### src/rtl/eco_pkg.sv
// Package for the camera orientation unit: command codes, CORDIC constants,
// the arctangent table and shared types. No dependencies.
`timescale 1ns / 1ps
package eco_pkg;

  typedef enum logic [2:0] {
    KIND_SET_POS  = 3'd0,
    KIND_SET_ROT  = 3'd1,
    KIND_ROTATE   = 3'd2,
    KIND_FORWARD  = 3'd3,
    KIND_RIGHT    = 3'd4,
    KIND_UP       = 3'd5,
    KIND_RST_ROT  = 3'd6,
    KIND_REFRESH  = 3'd7
  } kind_t;

  typedef enum logic [0:0] {
    REG_PITCH_FLOOR   = 1'b0,
    REG_PITCH_CEILING = 1'b1
  } reg_idx_t;

  localparam int TAB_LEN = 24;
  localparam logic signed [33:0] GAIN_Q30 = 34'sd652032874;
  localparam logic signed [15:0] FLOOR_RESET = -16'sd16202;
  localparam logic signed [15:0] CEILING_RESET = 16'sd16202;
  localparam logic signed [15:0] ONE_Q14 = 16'sd16384;

  // Arctangent of 2^-i in units of 2^32 per turn.
  function automatic logic [31:0] atan_lookup(input logic [4:0] i);
    logic [31:0] v;
    begin
      case (i)
        5'd0:  v = 32'h20000000;
        5'd1:  v = 32'h12E4051E;
        5'd2:  v = 32'h09FB385B;
        5'd3:  v = 32'h051111D4;
        5'd4:  v = 32'h028B0D43;
        5'd5:  v = 32'h0145D7E1;
        5'd6:  v = 32'h00A2F61E;
        5'd7:  v = 32'h00517C55;
        5'd8:  v = 32'h0028BE53;
        5'd9:  v = 32'h00145F2F;
        5'd10: v = 32'h000A2F98;
        5'd11: v = 32'h000517CC;
        5'd12: v = 32'h00028BE6;
        5'd13: v = 32'h000145F3;
        5'd14: v = 32'h0000A2FA;
        5'd15: v = 32'h0000517D;
        5'd16: v = 32'h000028BE;
        5'd17: v = 32'h0000145F;
        5'd18: v = 32'h00000A30;
        5'd19: v = 32'h00000518;
        5'd20: v = 32'h0000028C;
        5'd21: v = 32'h00000146;
        5'd22: v = 32'h000000A3;
        5'd23: v = 32'h00000051;
        default: v = 32'h0;
      endcase
      return v;
    end
  endfunction

  // Saturate a 34-bit sum to the signed 32-bit range.
  function automatic logic signed [31:0] sat32(input logic signed [33:0] v);
    logic signed [31:0] r;
    begin
      if (v > 34'sh0_7FFF_FFFF) r = 32'sh7FFF_FFFF;
      else if (v < -34'sh0_8000_0000) r = 32'sh8000_0000;
      else r = v[31:0];
      return r;
    end
  endfunction

endpackage

### src/rtl/eco_if.sv
// Valid/ready channel interfaces for the camera orientation unit.
// Depends on nothing; payload widths are fixed by the command format.
`timescale 1ns / 1ps
interface eco_cmd_if;
  logic              valid;
  logic              ready;
  logic [2:0]        kind;
  logic signed [31:0] new_x;
  logic signed [31:0] new_y;
  logic signed [31:0] new_z;
  logic signed [15:0] pitch_arg;
  logic signed [15:0] yaw_arg;
  logic signed [31:0] move_distance;
  modport source (output valid, kind, new_x, new_y, new_z, pitch_arg, yaw_arg,
                  move_distance, input ready);
  modport sink (input valid, kind, new_x, new_y, new_z, pitch_arg, yaw_arg,
                move_distance, output ready);
endinterface

interface eco_res_if;
  logic              valid;
  logic              ready;
  logic signed [31:0] cam_x;
  logic signed [31:0] cam_y;
  logic signed [31:0] cam_z;
  logic signed [15:0] cur_pitch;
  logic signed [15:0] cur_yaw;
  logic signed [31:0] aim_x;
  logic signed [31:0] aim_y;
  logic signed [31:0] aim_z;
  logic signed [15:0] up_x;
  logic signed [15:0] up_y;
  logic signed [15:0] up_z;
  modport source (output valid, cam_x, cam_y, cam_z, cur_pitch, cur_yaw, aim_x,
                  aim_y, aim_z, up_x, up_y, up_z, input ready);
  modport sink (input valid, cam_x, cam_y, cam_z, cur_pitch, cur_yaw, aim_x,
                aim_y, aim_z, up_x, up_y, up_z, output ready);
endinterface

interface eco_cfg_if;
  logic        valid;
  logic        ready;
  logic [0:0]  index;
  logic [15:0] data;
  modport source (output valid, index, data, input ready);
  modport sink (input valid, index, data, output ready);
endinterface

### src/rtl/euler_camera_orientation_unit.sv
// Top level of the camera orientation unit: sequencer, shared CORDIC,
// shared multiplier and state. Depends on eco_pkg and the channel interfaces.
`timescale 1ns / 1ps
// One command word at a time. Each word runs the shared CORDIC for the pitch
// and then the yaw held before the command and forms the forward and up
// products through one shared 32x16 multiplier. It then applies the command;
// a move adds its three products to the position through the same
// multiplier. Finally it runs the CORDIC and the products again for the new
// angles and registers the result together with the target. Each angle runs
// through the single CORDIC stage, and this sets the cost. The next word is
// taken only once the result has been accepted.
module euler_camera_orientation_unit #(
  parameter int CORDIC_STEPS = 16
) (
  input  logic clk,
  input  logic rst_n,
  eco_cmd_if.sink   in_ch,
  eco_res_if.source out_ch,
  eco_cfg_if.sink   cfg_ch
);

  localparam int STEPS = (CORDIC_STEPS > eco_pkg::TAB_LEN) ? eco_pkg::TAB_LEN
                                                            : CORDIC_STEPS;
  localparam logic [4:0] IT_LOAD    = 5'd31;
  localparam logic [4:0] IT_LAST    = 5'(STEPS);
  localparam logic [2:0] MUL_LAST   = 3'd3;
  localparam logic [2:0] MOVE_FIRST = 3'd4;
  localparam logic [2:0] MOVE_LAST  = 3'd6;

  typedef enum logic [6:0] {
    S_IDLE  = 7'b000_0001,
    S_CORD  = 7'b000_0010,
    S_MUL   = 7'b000_0100,
    S_APPLY = 7'b000_1000,
    S_MOVE  = 7'b001_0000,
    S_AIM   = 7'b010_0000,
    S_OUT   = 7'b100_0000
  } state_t;

  state_t state_r, state_nxt;

  // Command word and state.
  eco_pkg::kind_t     kind_r;
  logic signed [31:0] nx_r, ny_r, nz_r, dist_r;
  logic signed [15:0] parg_r, yarg_r;
  logic signed [31:0] pos_r [3];
  logic signed [15:0] pitch_r, yaw_r;
  logic signed [15:0] floor_r, ceil_r;
  logic               phase_r;   // 0: vectors of old angles, 1: new angles

  // CORDIC datapath.
  logic signed [33:0] cx_r, cy_r, cz_r;
  logic [4:0]         it_r;
  logic               which_r;   // 0 pitch, 1 yaw
  logic               neg_r;
  logic signed [15:0] sp_r, cp_r, sy_r, cy2_r;

  // Multiplier sequencing.
  logic [2:0]         mstep_r;
  logic signed [31:0] ma;
  logic signed [15:0] mb16;
  logic signed [47:0] prod;
  logic signed [47:0] rnd;
  logic signed [15:0] q14;
  logic signed [15:0] fwd0_r, fwd1_r, upv0_r, upv1_r;
  logic signed [15:0] mvec_r [3];
  logic [1:0]         lane;
  logic               is_move;

  // Angle reduction, micro-rotation and pitch clamp signals.
  logic signed [15:0] ang;
  logic signed [16:0] red;
  logic               red_neg;
  logic signed [33:0] sx, sy, atn;
  logic signed [33:0] cx_nxt, cy_nxt, cz_nxt;
  logic signed [16:0] newp;
  logic signed [15:0] clp;

  // Rounding and clamping of the CORDIC outputs to Q2.14.
  function automatic logic signed [15:0] to_q14(input logic signed [33:0] v,
                                                input logic n);
    logic signed [33:0] r;
    logic signed [15:0] c;
    begin
      r = (v + 34'sd32768) >>> 16;
      if (r > 34'(eco_pkg::ONE_Q14)) c = eco_pkg::ONE_Q14;
      else if (r < -34'(eco_pkg::ONE_Q14)) c = -eco_pkg::ONE_Q14;
      else c = r[15:0];
      return n ? -c : c;
    end
  endfunction

  // Pitch clamp of a 17-bit candidate; the floor wins over the ceiling.
  function automatic logic signed [15:0] clampp(input logic signed [16:0] p,
                                                input logic signed [15:0] f,
                                                input logic signed [15:0] c);
    logic signed [16:0] t;
    begin
      t = p;
      if (t > 17'(c)) t = 17'(c);
      if (t < 17'(f)) t = 17'(f);
      return t[15:0];
    end
  endfunction

  assign in_ch.ready  = (state_r == S_IDLE);
  assign cfg_ch.ready = 1'b1;

  // Configuration writes.
  always_ff @(posedge clk) begin
    if (!rst_n) begin
      floor_r <= eco_pkg::FLOOR_RESET;
      ceil_r  <= eco_pkg::CEILING_RESET;
    end else if (cfg_ch.valid && cfg_ch.ready) begin
      unique case (eco_pkg::reg_idx_t'(cfg_ch.index))
        eco_pkg::REG_PITCH_FLOOR:   floor_r <= cfg_ch.data;
        eco_pkg::REG_PITCH_CEILING: ceil_r  <= cfg_ch.data;
        default: ;
      endcase
    end
  end

  // Angle reduction for the CORDIC start.
  always_comb begin
    ang = which_r ? yaw_r : pitch_r;
    red_neg = 1'b0;
    red = 17'(ang);
    if (ang > 16'sd16384) begin
      red = 17'(ang) - 17'sd32768;
      red_neg = 1'b1;
    end else if (ang < -16'sd16384) begin
      red = 17'(ang) + 17'sd32768;
      red_neg = 1'b1;
    end
  end

  // One CORDIC micro-rotation.
  always_comb begin
    sx  = cx_r >>> it_r;
    sy  = cy_r >>> it_r;
    atn = 34'(eco_pkg::atan_lookup(it_r));
    if (!cz_r[33]) begin
      cx_nxt = cx_r - sy;
      cy_nxt = cy_r + sx;
      cz_nxt = cz_r - atn;
    end else begin
      cx_nxt = cx_r + sy;
      cy_nxt = cy_r - sx;
      cz_nxt = cz_r + atn;
    end
  end

  // Shared multiplier: 32x16 signed, rounded to a shift of 14.
  always_comb begin
    ma   = 32'sd0;
    mb16 = 16'sd0;
    case (mstep_r)
      3'd0: begin ma = 32'(cp_r);  mb16 = sy_r;  end
      3'd1: begin ma = 32'(cp_r);  mb16 = cy2_r; end
      3'd2: begin ma = 32'(sp_r);  mb16 = sy_r;  end
      3'd3: begin ma = 32'(sp_r);  mb16 = cy2_r; end
      3'd4: begin ma = dist_r;     mb16 = mvec_r[0]; end
      3'd5: begin ma = dist_r;     mb16 = mvec_r[1]; end
      3'd6: begin ma = dist_r;     mb16 = mvec_r[2]; end
      default: ;
    endcase
    prod = 48'(ma) * 48'(mb16);
  end

  assign rnd  = (prod + 48'sd8192) >>> 14;
  assign q14  = rnd[15:0];
  assign lane = 2'(mstep_r - MOVE_FIRST);
  assign is_move = kind_r inside {eco_pkg::KIND_FORWARD, eco_pkg::KIND_RIGHT,
                                  eco_pkg::KIND_UP};

  // New pitch candidate, without wrap, and its clamp.
  always_comb begin
    if (kind_r == eco_pkg::KIND_ROTATE) newp = 17'(pitch_r) + 17'(parg_r);
    else newp = 17'(parg_r);
    clp = clampp(newp, floor_r, ceil_r);
  end

  // Sequencer.
  always_comb begin
    state_nxt = state_r;
    unique case (state_r)
      S_IDLE:  if (in_ch.valid) state_nxt = S_CORD;
      S_CORD:  if (it_r == IT_LAST && which_r) state_nxt = S_MUL;
      S_MUL:   if (mstep_r == MUL_LAST) state_nxt = phase_r ? S_AIM : S_APPLY;
      S_APPLY: state_nxt = is_move ? S_MOVE : S_CORD;
      S_MOVE:  if (mstep_r == MOVE_LAST) state_nxt = S_CORD;
      S_AIM:   state_nxt = S_OUT;
      S_OUT:   if (out_ch.ready) state_nxt = S_IDLE;
      default: state_nxt = S_IDLE;
    endcase
  end

  always_ff @(posedge clk) begin
    if (!rst_n) begin
      state_r <= S_IDLE;
      pos_r[0] <= '0; pos_r[1] <= '0; pos_r[2] <= '0;
      pitch_r <= '0;
      yaw_r   <= '0;
      it_r    <= IT_LOAD;
      which_r <= 1'b0;
      phase_r <= 1'b0;
      mstep_r <= '0;
    end else begin
      state_r <= state_nxt;
      unique case (state_r)
        S_IDLE: begin
          if (in_ch.valid) begin
            kind_r <= eco_pkg::kind_t'(in_ch.kind);
            nx_r <= in_ch.new_x; ny_r <= in_ch.new_y; nz_r <= in_ch.new_z;
            parg_r <= in_ch.pitch_arg; yarg_r <= in_ch.yaw_arg;
            dist_r <= in_ch.move_distance;
            phase_r <= 1'b0;
            which_r <= 1'b0;
            it_r <= IT_LOAD;
          end
        end
        S_CORD: begin
          if (it_r == IT_LOAD) begin
            // Load the start vector for the selected angle.
            cx_r <= eco_pkg::GAIN_Q30;
            cy_r <= '0;
            cz_r <= 34'(red) <<< 16;
            neg_r <= red_neg;
            it_r <= 5'd0;
          end else if (it_r == IT_LAST) begin
            it_r <= IT_LOAD;
            which_r <= ~which_r;
            if (!which_r) begin
              sp_r <= to_q14(cy_r, neg_r);
              cp_r <= to_q14(cx_r, neg_r);
            end else begin
              sy_r  <= to_q14(cy_r, neg_r);
              cy2_r <= to_q14(cx_r, neg_r);
              mstep_r <= '0;
            end
          end else begin
            cx_r <= cx_nxt; cy_r <= cy_nxt; cz_r <= cz_nxt;
            it_r <= it_r + 5'd1;
          end
        end
        S_MUL: begin
          // Forward and up products of the current sines and cosines.
          case (mstep_r)
            3'd0: fwd0_r <= q14;
            3'd1: fwd1_r <= q14;
            3'd2: upv0_r <= -q14;
            default: upv1_r <= -q14;
          endcase
          mstep_r <= mstep_r + 3'd1;
        end
        S_APPLY: begin
          // Old-angle vectors are ready; apply the command.
          phase_r <= 1'b1;
          it_r <= IT_LOAD;
          which_r <= 1'b0;
          mstep_r <= MOVE_FIRST;
          unique case (kind_r)
            eco_pkg::KIND_SET_POS: begin
              pos_r[0] <= nx_r; pos_r[1] <= ny_r; pos_r[2] <= nz_r;
            end
            eco_pkg::KIND_SET_ROT: begin
              pitch_r <= clp; yaw_r <= yarg_r;
            end
            eco_pkg::KIND_ROTATE: begin
              pitch_r <= clp; yaw_r <= yaw_r + yarg_r;
            end
            eco_pkg::KIND_FORWARD: begin
              mvec_r[0] <= fwd0_r; mvec_r[1] <= fwd1_r; mvec_r[2] <= sp_r;
            end
            eco_pkg::KIND_RIGHT: begin
              mvec_r[0] <= cy2_r; mvec_r[1] <= -sy_r; mvec_r[2] <= '0;
            end
            eco_pkg::KIND_UP: begin
              mvec_r[0] <= upv0_r; mvec_r[1] <= upv1_r; mvec_r[2] <= cp_r;
            end
            eco_pkg::KIND_RST_ROT: begin
              pitch_r <= '0; yaw_r <= '0;
            end
            default: ;
          endcase
        end
        S_MOVE: begin
          // One axis per cycle, saturated to the signed 32-bit range.
          pos_r[lane] <= eco_pkg::sat32(34'(pos_r[lane]) + $signed(rnd[33:0]));
          mstep_r <= mstep_r + 3'd1;
        end
        default: ;
      endcase
    end
  end

  // Target and result register.
  always_ff @(posedge clk) begin
    if (state_r == S_AIM) begin
      out_ch.cam_x <= pos_r[0]; out_ch.cam_y <= pos_r[1]; out_ch.cam_z <= pos_r[2];
      out_ch.cur_pitch <= pitch_r; out_ch.cur_yaw <= yaw_r;
      out_ch.aim_x <= eco_pkg::sat32(34'(pos_r[0]) + (34'(fwd0_r) <<< 2));
      out_ch.aim_y <= eco_pkg::sat32(34'(pos_r[1]) + (34'(fwd1_r) <<< 2));
      out_ch.aim_z <= eco_pkg::sat32(34'(pos_r[2]) + (34'(sp_r) <<< 2));
      out_ch.up_x <= upv0_r; out_ch.up_y <= upv1_r; out_ch.up_z <= cp_r;
    end
  end
  assign out_ch.valid = (state_r == S_OUT);

endmodule

### src/flat_wrapper.sv
// flat-port wrapper written by rule: the top's interface ports become plain ports
module euler_camera_orientation_unit_flat 
#(
  parameter int CORDIC_STEPS = 16
)
  (clk, rst_n, in_ch_valid, in_ch_kind, in_ch_new_x, in_ch_new_y, in_ch_new_z, in_ch_pitch_arg, in_ch_yaw_arg, in_ch_move_distance, in_ch_ready, out_ch_valid, out_ch_cam_x, out_ch_cam_y, out_ch_cam_z, out_ch_cur_pitch, out_ch_cur_yaw, out_ch_aim_x, out_ch_aim_y, out_ch_aim_z, out_ch_up_x, out_ch_up_y, out_ch_up_z, out_ch_ready, cfg_ch_valid, cfg_ch_index, cfg_ch_data, cfg_ch_ready);
  eco_cmd_if in_ch_i ();
  eco_res_if out_ch_i ();
  eco_cfg_if cfg_ch_i ();
  input  logic clk;
  input  logic rst_n;
  input wire logic [$bits(in_ch_i.valid)-1:0] in_ch_valid;
  input wire logic [$bits(in_ch_i.kind)-1:0] in_ch_kind;
  input wire logic [$bits(in_ch_i.new_x)-1:0] in_ch_new_x;
  input wire logic [$bits(in_ch_i.new_y)-1:0] in_ch_new_y;
  input wire logic [$bits(in_ch_i.new_z)-1:0] in_ch_new_z;
  input wire logic [$bits(in_ch_i.pitch_arg)-1:0] in_ch_pitch_arg;
  input wire logic [$bits(in_ch_i.yaw_arg)-1:0] in_ch_yaw_arg;
  input wire logic [$bits(in_ch_i.move_distance)-1:0] in_ch_move_distance;
  output wire logic [$bits(in_ch_i.ready)-1:0] in_ch_ready;
  output wire logic [$bits(out_ch_i.valid)-1:0] out_ch_valid;
  output wire logic [$bits(out_ch_i.cam_x)-1:0] out_ch_cam_x;
  output wire logic [$bits(out_ch_i.cam_y)-1:0] out_ch_cam_y;
  output wire logic [$bits(out_ch_i.cam_z)-1:0] out_ch_cam_z;
  output wire logic [$bits(out_ch_i.cur_pitch)-1:0] out_ch_cur_pitch;
  output wire logic [$bits(out_ch_i.cur_yaw)-1:0] out_ch_cur_yaw;
  output wire logic [$bits(out_ch_i.aim_x)-1:0] out_ch_aim_x;
  output wire logic [$bits(out_ch_i.aim_y)-1:0] out_ch_aim_y;
  output wire logic [$bits(out_ch_i.aim_z)-1:0] out_ch_aim_z;
  output wire logic [$bits(out_ch_i.up_x)-1:0] out_ch_up_x;
  output wire logic [$bits(out_ch_i.up_y)-1:0] out_ch_up_y;
  output wire logic [$bits(out_ch_i.up_z)-1:0] out_ch_up_z;
  input wire logic [$bits(out_ch_i.ready)-1:0] out_ch_ready;
  input wire logic [$bits(cfg_ch_i.valid)-1:0] cfg_ch_valid;
  input wire logic [$bits(cfg_ch_i.index)-1:0] cfg_ch_index;
  input wire logic [$bits(cfg_ch_i.data)-1:0] cfg_ch_data;
  output wire logic [$bits(cfg_ch_i.ready)-1:0] cfg_ch_ready;
  assign in_ch_i.valid = in_ch_valid;
  assign in_ch_i.kind = in_ch_kind;
  assign in_ch_i.new_x = in_ch_new_x;
  assign in_ch_i.new_y = in_ch_new_y;
  assign in_ch_i.new_z = in_ch_new_z;
  assign in_ch_i.pitch_arg = in_ch_pitch_arg;
  assign in_ch_i.yaw_arg = in_ch_yaw_arg;
  assign in_ch_i.move_distance = in_ch_move_distance;
  assign in_ch_ready = in_ch_i.ready;
  assign out_ch_valid = out_ch_i.valid;
  assign out_ch_cam_x = out_ch_i.cam_x;
  assign out_ch_cam_y = out_ch_i.cam_y;
  assign out_ch_cam_z = out_ch_i.cam_z;
  assign out_ch_cur_pitch = out_ch_i.cur_pitch;
  assign out_ch_cur_yaw = out_ch_i.cur_yaw;
  assign out_ch_aim_x = out_ch_i.aim_x;
  assign out_ch_aim_y = out_ch_i.aim_y;
  assign out_ch_aim_z = out_ch_i.aim_z;
  assign out_ch_up_x = out_ch_i.up_x;
  assign out_ch_up_y = out_ch_i.up_y;
  assign out_ch_up_z = out_ch_i.up_z;
  assign out_ch_i.ready = out_ch_ready;
  assign cfg_ch_i.valid = cfg_ch_valid;
  assign cfg_ch_i.index = cfg_ch_index;
  assign cfg_ch_i.data = cfg_ch_data;
  assign cfg_ch_ready = cfg_ch_i.ready;
  euler_camera_orientation_unit #(.CORDIC_STEPS(CORDIC_STEPS)) u_core (.clk(clk), .rst_n(rst_n), .in_ch(in_ch_i), .out_ch(out_ch_i), .cfg_ch(cfg_ch_i));
endmodule
### config.mk
export PLATFORM = sky130hd
export DESIGN_NAME = euler_camera_orientation_unit_flat
export DESIGN_NICKNAME = d
export VERILOG_FILES = /design/src/rtl/eco_pkg.sv /design/src/rtl/eco_if.sv /design/src/rtl/euler_camera_orientation_unit.sv /design/src/flat_wrapper.sv
export SDC_FILE = /design/constraint.sdc
export NUM_CORES = 2
export LEC_CHECK = 0
export ABC_AREA = 1
export BUFFER_PORTS_ARGS = -buffer_cell sky130_fd_sc_hd__buf_2
export CORE_ASPECT_RATIO = 0.5
export CORE_UTILIZATION = 52
export DETAILED_ROUTE_END_ITERATION = 7
export GPL_TIMING_DRIVEN = 1
export HOLD_SLACK_MARGIN = 0.1
export PLACE_DENSITY = 0.7
export SLEW_MARGIN = 10
export SYNTH_ARGS = -nofsm -noshare
export SYNTH_HDL_FRONTEND = slang
export SYNTH_SLANG_ARGS = --single-unit
### constraint.sdc
create_clock -name clk -period 16.45 [get_ports clk]
set_input_delay 0.8225 -clock clk [delete_from_list [all_inputs] [get_ports clk]]
set_output_delay 0.8225 -clock clk [all_outputs]
set_load 0.01 [all_outputs]
# --- Word-level counts from Yosys, hierarchy flattened ---
# Memories as Yosys holds them, arrays and structs flattened. A register that Yosys moved wholly into a read port is not among the register bits.
# Cells that the tools add are included.
# W data, S select, Z words.
word_totals:
  register_bits: 747
  ramBits: 144
  rom_bits: 960
  out_inout_bits: 275
  mem_count: 3
memory_table:
  columns: ["name", "words", "word_bits", "read_ports", "rd_ports_with_merged_regs", "write_ports", "line", "text"]
  rows:
  - ["(name not given)", 32, 30, 1, 1, 0, "eco_pkg.sv:32", "case (i)"]
  - ["u_core.pos_r", 3, 32, 4, 0, 3, "euler_camera_orientation_unit.sv:46", "logic signed [31:0] pos_r [3];"]
  - ["u_core.mvec_r", 3, 16, 3, 0, 3, "euler_camera_orientation_unit.sv:66", "logic signed [15:0] mvec_r [3];"]
op_classes:
  add_sub_neg: 26
  multipliers: 1
  order_cmp: 16
  n_eq_ne: 30
  shifts: 2
  muxes: 108
  n_bitwise: 13
  n_reduce_logical: 36
op_table:
  columns: ["operator", "n"]
  rows:
  - ["$mux W16", 36]
  - ["$mux W32", 11]
  - ["$mux W34", 7]
  - ["$gt A34 B32 Y1 const B", 4]
  - ["$lt A34 B32 Y1 const B", 4]
  - ["$add A32 B18 Y33", 3]
  - ["$neg A16 Y16", 6]
  - ["$pmux W32 S3", 1]
  - ["$pmux W16 S5", 1]
  - ["$add A34 B17 Y34 const B", 2]
  - ["$add A34 B34 Y34", 2]
  - ["$mux W17", 4]
  - ["$sshr A34 B5 Y34", 2]
  - ["$sub A34 B34 Y34", 2]
  - ["$pmux W7 S7", 1]
  - ["$add A48 B15 Y48 const B", 1]
  - ["$mul A32 B16 Y48", 1]
  - ["$pmux W16 S3", 1]
  - ["$gt A18 B16 Y1 const B", 2]
  - ["$lt A18 B15 Y1 const B", 2]
  - ["$mux W7", 5]
  - ["$add A32 B34 Y34", 1]
  - ["$add A34 B33 Y34", 1]
  - ["$sub A34 B33 Y34", 1]
  - ["other kinds (47)", 131]

# --- Logic depth before layout (Yosys ltp) ---
depth:
  ltp_word: 12
  mapped_depth: 59
  ltp_nobuf: 55

# --- Worst setup path after synthesis ---
# Ideal clock, no wire load.
synth_path:
  kind: "input-to-reg"
  from: "input rst_n"
  to: "register u_core.dist_r[0] (enable)"
  setup_ps: 884
  arrival_ps: 12386
  required_ps: 15566
  path_slack_ps: 3180
  stages: 4
  n_path_buf: 2
  cell_sequence: "clkbuf_1 -> inv_1 -> clkbuf_1 -> nor3_1"
synth_between:
  elab_chain_len: 1
synth_lines:
  columns: ["element", "line", "text"]
  rows:
  - ["start, declared", "flat_wrapper.sv:11", "input logic rst_n;"]
  - ["$reduce_and A3 Y1 (no source line)", null, null]
  - ["end signal, assigned", "euler_camera_orientation_unit.sv:216", "dist_r <= in_ch.move_distance;"]
  - ["end, declared", "euler_camera_orientation_unit.sv:44", "logic signed [31:0] nx_r, ny_r, nz_r, dist_r;"]
# No other way between the ends.
# A chain may end at the register's enable or synchronous reset.

==> run metrics <==
status=completed; most frequent cells in the layout=2,432 x nand2_1, 1,319 x inv_1, 881 x nor2_1; All-Layer GR Usage=35.1%; cts bufs inserted=90; Post-DP Area=81,900 µm²; synthesis warning total=0; core area=147,000 µm²; main combinational cell family by area after synthesis=simple AND/OR/NAND/NOR gates; Setup Viol. Count Final=0; Post-Syn Area per Cell=8.17 µm²; setup TNS=0 ps; TritonCTS sink count=955; initial antenna violation count=19; most used cell, CP=nand2_1; clock skew=82.0 ps; Resized cells post-CTS=0; Netlist cell types=74; first-pass GRT wire length=397,000 µm; WP data arrival=12,770 ps; gr ovfl total=0; Starting Density=52.8%; vias per inst=5.74; Die H=275 µm; relative slew slack=12.8%; dpl hpwl=212,000 µm; largest net degree at the start of global routing=166; post-layout min period=12,310 ps; Site Rows=99; fin. max-slew vios=0; xor/xnor share of the synthesized area=3.24%; most common cell after layout, fill and taps aside=nand2_1; top cell type's share of synthesized area=32.7%; maxcap violations=0; GR Util met3=7.98%; DRT iter0 DRCs=7,455; clock latency on the worst-skew pair=730 ps; total number of vias=68,200; Final Hold Viols=0; multiplexer share of the synthesized area=0.246%; DR WL/cell=22.5 µm; grt peak-use layer=met2; share of layout cells above drive strength 1=8.83%; CP endpoint kind=flop; top-level I/O count=460; CTS tree=built; Setup Buffers After CTS=0; Crit Path Max Fanout=31; Synth Instances=9,474; worst slew pin tran=1290 ps; Die Width=548 µm; hold_buf cts=0; Layout fillers=13,500; area leader, netlist=edfxtp_1; root buffer cell=clkbuf_16; M1 GR Usage=48.0%; Buf+Inv Stages, Crit Path=8; slowest stage delay, CP=1090 ps; area grow syn2layout=9.68%; Post-synth EDFFs=842; Synth Area in Adders=19.6%; Seq/Total Area, Yosys=35.6%; syn nets=10,600; fin crit share=74.9%; Yosys reg bits=955; crit-path leading delay family=simple AND/OR/NAND/NOR gates; drt pass-1 iters=8; top cells by area, synth=edfxtp_1 33%, fa_1 13%, nand2_1 12%; placer's final routability congestion estimate=0.988; post-synthesis simple-gate area fraction=22.4%; M2 GR Usage=54.7%; fraction of registers with async set/reset=0%; Die ar.=151,000 µm²; Mapped Area=77,400 µm²; PortBufs=458; Nets=10,900; design area=84,900 µm²; compound-cell area share of the yosys netlist=10.7%; Final ANT Viol Nets=0; setup ws final=4140 ps; Residual DRC=0; RSZ-0062 raised after global routing=no; htree depth=3; Hold Path Class=input port to flop; Synth Flop Type=edfxtp_1; maximum clock path buffer count=3; Post-Place Worst Slack=4480 ps; slowest CP cell=clkinv_1; number of global-route vias before repair=64,700; crit path launch type=flop; clk slew on worst S/H paths=70 ps; kind of critical path=flop to flop; routed wire length=268,000 µm; fmax=81.2 MHz; Worst Path Required=16,910 ps
## through the flow
step / hold WS, ps / utilization, % / std cells
6_report: 268 / 57.9 / 11900
5_1_grt: 233 / 57.9 / 11900
4_1_cts: 231 / 57.9 / 11900
3_5_place_dp: 444 / 55.8 / 11700
3_3_place_gp: 440 / 55.8 / 11700
2_1_floorplan: 426 / - / 9474
## registers in the layout (all words and copies together) (netlist names), 34 cells and up, named ones only
| name | cells |
|---|---|
| u_core.cy_r | 34 |
| u_core.mvec_r | 48 |
| u_core.cz_r | 34 |
| u_core.pos_r | 128 |
| u_core.cx_r | 34 |
## cells by family after synthesis
| kind of cell | Yosys count |
|---|---|
| compound gates | 1453 |
| xor+xnor | 286 |
| fa+ha+maj | 915 |
| buf+inv | 1641 |
| flops | 955 |
| mux | 19 |
| other cells | 1 |
| simple gates | 4204 |
## cells in the mapped netlist, drive strengths merged, types with 24 or more instances
cell type  instances
nand2           2474
inv             1331
nor2             915
edfxtp           842
nand3            548
o21ai            539
a21oi            528
fa               495
ha               420
xor2             194
clkbuf           190
dfxtp            113
buf              102
nand4             93
xnor2             92
nor3              67
o211ai            57
o21a              52
o22ai             50
or2               41
a31oi             40
nor4              38
a21o              34
a211oi            24
## final cells by class
| type | count | area, µm² | share of cell area [%] |
|---|---|---|---|
| Sequential cell | 955 | 27600 | 32.4 |
| Inverter | 1349 | 5060 | 5.96 |
| Multi-Input combinational cell | 6878 | 43700 | 51.4 |
| Clock buffer | 109 | 2360 | 2.78 |
| Clock inverter | 59 | 683 | 0.804 |
| Antenna cell | 6 | 15.0 | 0.0177 |
| Timing Repair Buffer | 562 | 3100 | 3.65 |
| Tap cell | 1969 | 2460 | 2.90 |
## final timing paths
path	start	endpoint	slack, ps	cells past startpoint
hold / removal	in_ch_move_distance[12]	u_core.dist_r[12]$_DFFE_PP_	270	1
setup reg to reg	u_core.mstep_r[1]$_SDFFE_PN0P_	u_core.pos_r[1][18]$_DFFE_PP_	4140	44
hold reg to reg	u_core.upv1_r[0]$_DFFE_PP_	u_core.out_ch.up_y[0]$_DFFE_PN_	440	0
setup / recovery	u_core.mstep_r[1]$_SDFFE_PN0P_	u_core.pos_r[1][18]$_DFFE_PP_	4140	44
## layer usage
metal / up-vias / share of wire [%]
li1: 31800 / -
met1: 32500 / 41
met2: 3394 / 44
met3: 518 / 11
met4: 16 / 4.3
met5: - / 0.038
Power is not shown: default switching activity piles up to over one toggle a cycle in this logic, so the estimate is an artifact.
